**src/rtl/sgtd_pkg.sv**
```systemverilog
// Shared types and constants of the speculative-gadget taint detector.
package sgtd_pkg;

    // Window tracking modes, as reported in fsm_state.
    typedef logic [1:0] mode_t;

    localparam mode_t ST_IDLE  = 2'd0;
    localparam mode_t ST_OPEN  = 2'd1;
    localparam mode_t ST_TAINT = 2'd2;
    localparam mode_t ST_FOUND = 2'd3;

    // Fixed field widths of the stream items.
    localparam int PC_FIELD_W   = 48;
    localparam int REG_FIELD_W  = 9;
    localparam int COUNT_W      = 32;
    localparam int UNIQUE_W     = 7;
    localparam int IN_TDATA_W   = 88;
    localparam int OUT_TDATA_W  = 136;
    localparam int IN_PAD_W     = 6;
    localparam int OUT_PAD_W    = 5;

    // Outcome of one lookup-and-insert pass through a PC set.
    typedef struct packed {
        logic done;
        logic is_new;
        logic full;
    } search_res_t;

endpackage

```
**src/rtl/sgtd_pc_cell.sv**
```systemverilog
// One entry of a PC set: stores a PC and passes a search token and hit flag on.
module sgtd_pc_cell #(
    parameter int ADDR_BITS = 48
) (
    input  logic                 clk,
    input  logic                 rst_n,
    input  logic                 live,
    input  logic [ADDR_BITS-1:0] query_pc,
    input  logic                 wr_en,
    input  logic                 tok_in,
    input  logic                 hit_in,
    output logic                 tok_out,
    output logic                 hit_out
);

    logic [ADDR_BITS-1:0] entry_reg;
    logic                 tok_reg;
    logic                 hit_reg;
    logic                 hit_next;

    // A live entry that equals the query marks the search as a hit.
    assign hit_next = hit_in | (live && (entry_reg == query_pc));

    // Token moves one cell per cycle.
    always_ff @(posedge clk or negedge rst_n)
    begin
        if (!rst_n)
        begin
            tok_reg <= 1'b0;
        end
        else
        begin
            tok_reg <= tok_in;
        end
    end

    // Stored PC and the hit flag travelling with the token.
    always_ff @(posedge clk)
    begin
        hit_reg <= hit_next;
        if (wr_en)
        begin
            entry_reg <= query_pc;
        end
    end

    assign tok_out = tok_reg;
    assign hit_out = hit_reg;

endmodule

```
**src/rtl/sgtd_pc_chain.sv**
```systemverilog
// Bounded PC set built as a row of cells with a fill count and append on miss.
module sgtd_pc_chain #(
    parameter int DEPTH     = 64,
    parameter int ADDR_BITS = 48,
    parameter int FILL_W    = $clog2(DEPTH + 1)
) (
    input  logic                  clk,
    input  logic                  rst_n,
    input  logic                  start,
    input  logic [ADDR_BITS-1:0]  query_pc,
    output sgtd_pkg::search_res_t res,
    output logic [FILL_W-1:0]     fill
);

    logic [DEPTH:0]    tok;
    logic [DEPTH:0]    hit;
    logic [DEPTH-1:0]  live;
    logic [DEPTH-1:0]  wr_en;
    logic [FILL_W-1:0] fill_reg;
    logic              miss;
    logic              room;

    assign tok[0] = start;
    assign hit[0] = 1'b0;

    // The search ends when the token leaves the last cell.
    assign miss = tok[DEPTH] & ~hit[DEPTH];
    assign room = fill_reg < FILL_W'(DEPTH);

    // Row of cells; entries below the fill count hold stored PCs.
    for (genvar i = 0; i < DEPTH; i++)
    begin : g_cell
        assign live[i]  = FILL_W'(i) < fill_reg;
        assign wr_en[i] = miss && (fill_reg == FILL_W'(i));

        sgtd_pc_cell #(
            .ADDR_BITS (ADDR_BITS)
        ) u_cell (
            .clk      (clk),
            .rst_n    (rst_n),
            .live     (live[i]),
            .query_pc (query_pc),
            .wr_en    (wr_en[i]),
            .tok_in   (tok[i]),
            .hit_in   (hit[i]),
            .tok_out  (tok[i+1]),
            .hit_out  (hit[i+1])
        );
    end

    // Fill count grows on every appended PC.
    always_ff @(posedge clk or negedge rst_n)
    begin
        if (!rst_n)
        begin
            fill_reg <= '0;
        end
        else if (miss && room)
        begin
            fill_reg <= fill_reg + FILL_W'(1);
        end
    end

    assign res.done   = tok[DEPTH];
    assign res.is_new = miss & room;
    assign res.full   = miss & ~room;
    assign fill       = fill_reg;

endmodule

```
**config.mk**
```make
export PLATFORM = sky130hd
export DESIGN_NAME = sgtd_pc_chain
export DESIGN_NICKNAME = d
export VERILOG_FILES = /design/src/rtl/sgtd_pkg.sv /design/src/rtl/sgtd_pc_cell.sv /design/src/rtl/sgtd_pc_chain.sv
export SDC_FILE = /design/constraint.sdc
export NUM_CORES = 2
export LEC_CHECK = 0
export BUFFER_PORTS_ARGS = -buffer_cell sky130_fd_sc_hd__buf_4
export CAP_MARGIN = 20
export CORE_MARGIN = 5
export CORE_UTILIZATION = 35
export DETAILED_ROUTE_END_ITERATION = 12
export SKIP_LAST_GASP = 1
export SLEW_MARGIN = 5
export SYNTH_ARGS = -nofsm -noshare
export SYNTH_HDL_FRONTEND = slang
export SYNTH_HIERARCHICAL = 1
export SYNTH_SLANG_ARGS = --single-unit
```
**constraint.sdc**
```tcl
create_clock -name clk -period 13 [get_ports clk]
set_clock_uncertainty 0.05 [all_clocks]
set_input_delay 0.65 -clock clk [delete_from_list [all_inputs] [get_ports clk]]
set_output_delay 0.65 -clock clk [all_outputs]
set_load 0.01 [all_outputs]
```
Yosys cells after proc, flatten, opt, wreduce, memory -nomap -nowiden
Index checks and enable logic that the tools add are counted.
{ "classes": {"addsub": 1, "magnitude_cmp": 65, "eq_ne": 127, "bitwise": 68, "n_reduce_logical": 130} }
{ "ops": {"columns": ["op", "count"], "rows": [
  ["== test 48 bit", 64],
  ["== test 7 x 6 -> 1 bit, second input constant", 32],
  ["< comparator 6 x 7 -> 1 bit, first input constant", 32],
  ["logical AND 1 bit", 129],
  ["== test 7 x 5 -> 1 bit, second input constant", 16],
  ["< comparator 5 x 7 -> 1 bit, first input constant", 16],
  ["OR 1 bit", 63],
  ["== test 7 x 4 -> 1 bit, second input constant", 8],
  ["< comparator 4 x 7 -> 1 bit, first input constant", 8],
  ["== test 7 x 3 -> 1 bit, second input constant", 4],
  ["< comparator 3 x 7 -> 1 bit, first input constant", 4],
  ["== test 7 x 2 -> 1 bit, second input constant", 2],
  ["< comparator 1 x 7 -> 1 bit, first input constant", 2],
  ["< comparator 2 x 7 -> 1 bit, first input constant", 2],
  ["adder 7 x 1 -> 7 bit, second input constant", 1],
  ["== test 7 x 1 -> 1 bit, second input constant", 1],
  ["logical NOT 7 bit", 1],
  ["< comparator 7 bit, second input constant", 1],
  ["bitwise AND 1 bit", 3],
  ["NOT 1 bit", 2]
]} }
{ "word_totals": {"regBits": 3207, "inputBits": 51} }

Logic depth before layout (Yosys ltp)
{ "logic_depth": {"ltp_word": 3, "ltp_mapped": 9, "ltp_nobuf": 8} }

Modules after synthesis
The synthesis kept the hierarchy.
{ "modules_own_cells": {"columns": ["mod", "n_inst", "cells_each", "area_per_inst_um2"], "rows": [
  ["sgtd_pc_cell", 64, 122, 2037.0],
  ["sgtd_pc_chain", 1, 250, 1442.6]
]} }

Worst setup path after synthesis
No wires, ideal clock.
{ "synth_timing": {"path_kind": "reg-to-reg", "start": "register fill_reg[0] (netlist: fill[0])", "end": "register g_cell[37].u_cell.entry_reg[0] (enable)", "setup_ps": 513, "arrival_time_ps": 4324, "required_ps": 12437, "setup_slack_ps": 8113, "path_stages_with_launch": 5, "cell_sequence": "dfrtp_1 -> clkbuf_2 -> and4bb_2 -> nand4_1 -> nor3_1"} }
{ "synth_between": {"elab_chain_cells": 2} }
{ "synth_lines": {"columns": ["item", "line_no", "rtl"], "rows": [
  ["start, declared", "sgtd_pc_chain.sv:19", "logic [FILL_W-1:0] fill_reg;"],
  ["start signal, assigned", "sgtd_pc_chain.sv:60", "fill_reg <= fill_reg + FILL_W'(1);"],
  ["== test 7 x 6 -> 1 bit", "sgtd_pc_chain.sv:34", "assign wr_en[i] = miss && (fill_reg == FILL_W'(i));"],
  ["logical AND 1 bit", "sgtd_pc_chain.sv:34", null],
  ["via wr_en[37]", "sgtd_pc_chain.sv:18", "logic [DEPTH-1:0] wr_en;"],
  ["end signal, assigned", "sgtd_pc_cell.sv:43", "entry_reg <= query_pc;"],
  ["end, declared", "sgtd_pc_cell.sv:16", "logic [ADDR_BITS-1:0] entry_reg;"]
]} }
The timed path passes the listed nets, and every way through them passes these cells.
A chain may end at the register's enable or synchronous reset.

Worst setup path in the final report
{ "layout_timing": {"start": "register fill_reg[3] (netlist: fill[3])", "end": "register g_cell[24].u_cell.hit_reg"} }
{ "layout_between": {"elab_chain_cells": 3} }
{ "layout_lines": {"columns": ["item", "line_no", "rtl"], "rows": [
  ["< comparator 5 x 7 -> 1 bit", "sgtd_pc_chain.sv:33", "assign live[i] = FILL_W'(i) < fill_reg;"],
  ["via live[24]", "sgtd_pc_chain.sv:17", "logic [DEPTH-1:0] live;"],
  ["logical AND 1 bit", "sgtd_pc_cell.sv:22", "assign hit_next = hit_in | (live && (entry_reg == query_pc));"],
  ["OR 1 bit", "sgtd_pc_cell.sv:22", null],
  ["via g_cell[24].u_cell.hit_next", "sgtd_pc_cell.sv:19", "logic hit_next;"],
  ["end signal, assigned", "sgtd_pc_cell.sv:40", "hit_reg <= hit_next;"],
  ["end, declared", "sgtd_pc_cell.sv:18", "logic hit_reg;"]
]} }
The timed path passes the listed nets, and every way through them passes these cells.

==> results.yml <==
critical_path:
  worstPathMaxFanout: 33
  crit_chain: "nand2_1 -> buf_4 -> o21ai_0 -> o21ai_0 -> nor4_1 -> nand3_1 -> o31ai_2"
  reg2regPathDepth: 7
  slowest_delay_ns: 0.91
  worstSetupPathType: "flop to flop"
  r2r_slack_ns: 9.27
  critical_path_required_ns: 13.77
  worstReg2RegEnd: "g_cell[24].u_cell/hit_out$_DFF_P_"
  crit_path_end_kind: "flop"
  slowest_stage: "o21ai_0"
  crit_path_start_kind: "flop"
  r2r-start: "fill[3]$_DFFE_PN0P_"
  crit_top_cell: "o21ai_0"
  cp.arrival_ns: 4.50
floorplan:
  fp.dieW_um: 624
  die_area_um2: 389000
  pin_count: 61
  die_h_um: 624
  start_util: 0.351
  core_area_um2: 375000
  row_count: 225
yosys:
  synth_top_cells_by_area: "edfxtp_1 70%, xor2_1 8.9%, xnor2_1 8.5%, nand4_1 1.9%, nor4_1 1.8%"
  ys_types: 42
  yosysSeqAreaShare: 0.723
  synth_warnings: 6
  syn-num-nets: 8113
  synth_top_area_cell: "edfxtp_1"
  synth-async-reset-ratio: 0.0221
  syn_area_um2: 132000
  ys_ff_latch: 3207
  synth_flop_cell: "edfxtp_1"
  synth_cells: 8058
  synth_top_area_frac: 0.700
  synth_edf_count: 3072
  synth_area_per_cell_um2: 16.4
clock_tree:
  clk_pin_slew_ns: 0.06
  clk_latency_ns: 0.95
  clockBufferDepth: 4
  h-tree-depth: 5
  ctsResizeCount: 0
  root_buffer: "clkbuf_16"
  cts_tree: "built"
  cts.sinks: 3207
  numCtsBuffers: 338
layout:
  largest_reg_flops: 3072
  areaGrowthSynthToFinish_pct: 15.3
  layout_commonest_cell: "edfxtp_1"
  final_layout_size_suffix_gt1_frac: 0.109
  fillCellCount: 33700
  most-common-layout-cells: "3072 x edfxtp_1, 1344 x xor2_1, 1284 x xnor2_1, 519 x inv_1, 394 x nand4_1"
  fin_nets: 8695
hold_path:
  hp-start: "query_pc[4]"
  hold_path_end: "g_cell[39].u_cell/entry_reg[4]$_DFFE_PP_"
  holdPathStages: 1
  hp-class: "input pin to flop"
placed_design:
  place_hpwl_um: 199000
  gp_congestion: 0.811
  io_buffers: 60
timing:
  grt_setup_unrepaired: "no"
  fmax_mhz: 268
  worst_pin_slew_ns: 1.32
  maxSlewHeadroom: 0.118
  setup_viol: 0
  fin_setup_tns_ns: 0
  maxSlewViolCount: 0
  period_needed_ns: 3.73
  final-hold-violation-count: 0
  min_period_over_period: 0.287
detailed_routing:
  routed_wl_um: 342000
  drc: 0
  drt_iter0_markers: 7088
  first_pass_iters: 7
  vias: 71500
  wl_per_cell_um: 24.6
  ant_nets: 0
  via_per_inst: 5.14
power_and_ir_drop:
  power_mw: 22.1
  powerDensity_nw_per_um2: 145
  p_leak_nw: 48.8
  peakVddDrop_uv: 188
global_routing:
  grt_max_degree: 92
  grt_pass1_vias: 72000
  gr-usage-all-layers: 0.171
  grt_pass1_wl_um: 500000
  grt_overflow: 0
  antenna_found_initial: 15
status:
  status: "complete, no violations"
flow_run:
  cap_violations: 0
==> cells in the mapped netlist (all sizes together), types with 14 or more instances <==
library cell and n:
edfxtp 3072, a222oi 64, buf 16, o21ai 86, inv 521, xor2 1344, nand2 36, xnor2 1284
dfxtp 64, o22ai 192, dfrtp 71, nor3 14, nor2 64, a221oi 128, nor4 449, nand3 133
nand4 394, o31ai 64
==> power by group <==
group / internal, mW / leakage [nW] / switching [mW] / total, mW
combinational: 0.309 / 14.3 / 0.747 / 1.06
sequential: 11.3 / 29.0 / 0.00893 / 11.3
clock: 5.59 / 5.46 / 4.07 / 9.66
==> metrics by stage <==
stage	utilization	hold slack (ns)	instance area (um^2)	setup slack, ns	instances
2_1_floorplan	-	0.281	132000	8.11	8058
3_3_place_gp	0.375	0.281	141000	8.07	13300
3_5_place_dp	0.375	0.285	141000	8.57	13300
4_1_cts	0.405	0.00766	152000	9.21	13900
5_1_grt	0.405	0.0618	152000	9.21	13900
6_report	0.405	0.0932	152000	9.27	13900
==> layer usage <==
layer  global-route usage  up-vias  wire [um]
met3               0.0211      455      21100
met1                0.247    37200     155000
li1                     -    31500          -
met2                0.273     2391     158000
met4               0.0460        0       9000
met5                    0        -          0
==> critical path: cells and delay by family, from the launching register on <==
family / cells / cell delay [ns]
buf+inv: 1 / 0.33
flops: 1 / 0.88
simple gates: 3 / 0.98
compound gates: 3 / 1.36
==> kinds of logic after synthesis <==
logic type	Yosys count	share of synthesized area
other cells	1	0.0000285
flops	3207	0.723
fa+ha+maj	4	0.000380
compound gates	564	0.0333
simple gates	1109	0.0528
xor+xnor	2628	0.175
buf+inv	545	0.0157
==> worst max path at each step <==
| stage | from | to | slack, ns | cells past startpoint |
|---|---|---|---|---|
| floorplan | fill[0]$_DFFE_PN0P_ | g_cell[37].u_cell/entry_reg[0]$_DFFE_PP_ | 8.11 | 4 |
| global placement | query_pc[10] | g_cell[33].u_cell/hit_out$_DFF_P_ | 8.07 | 7 |
| detailed placement | query_pc[10] | g_cell[33].u_cell/hit_out$_DFF_P_ | 8.57 | 7 |
| CTS | fill[2]$_DFFE_PN0P_ | g_cell[58].u_cell/entry_reg[25]$_DFFE_PP_ | 9.21 | 4 |
| global route | fill[3]$_DFFE_PN0P_ | g_cell[24].u_cell/hit_out$_DFF_P_ | 9.21 | 7 |
| finish | fill[3]$_DFFE_PN0P_ | g_cell[24].u_cell/hit_out$_DFF_P_ | 9.27 | 7 |
==> final cells by class <==
type                            instances  area (um^2)  area share
Clock buffer                          434         9090      0.0598
Multi-Input combinational cell       4306        34900       0.230
Timing Repair Buffer                  266         2360      0.0155
Tap cell                             4994         6250      0.0411
Inverter                              521         1960      0.0129
Clock inverter                        194         2050      0.0135
Antenna cell                            7         17.5    0.000115
Sequential cell                      3207        95300       0.627
==> what timing repair did <==
action / CTS / global route
hold buffers: 2 / 0
hold endpoints to repair: 8 / 0
buffers inserted: 0 / 0
No activity file was read; power rests on OpenSTA's default activity.
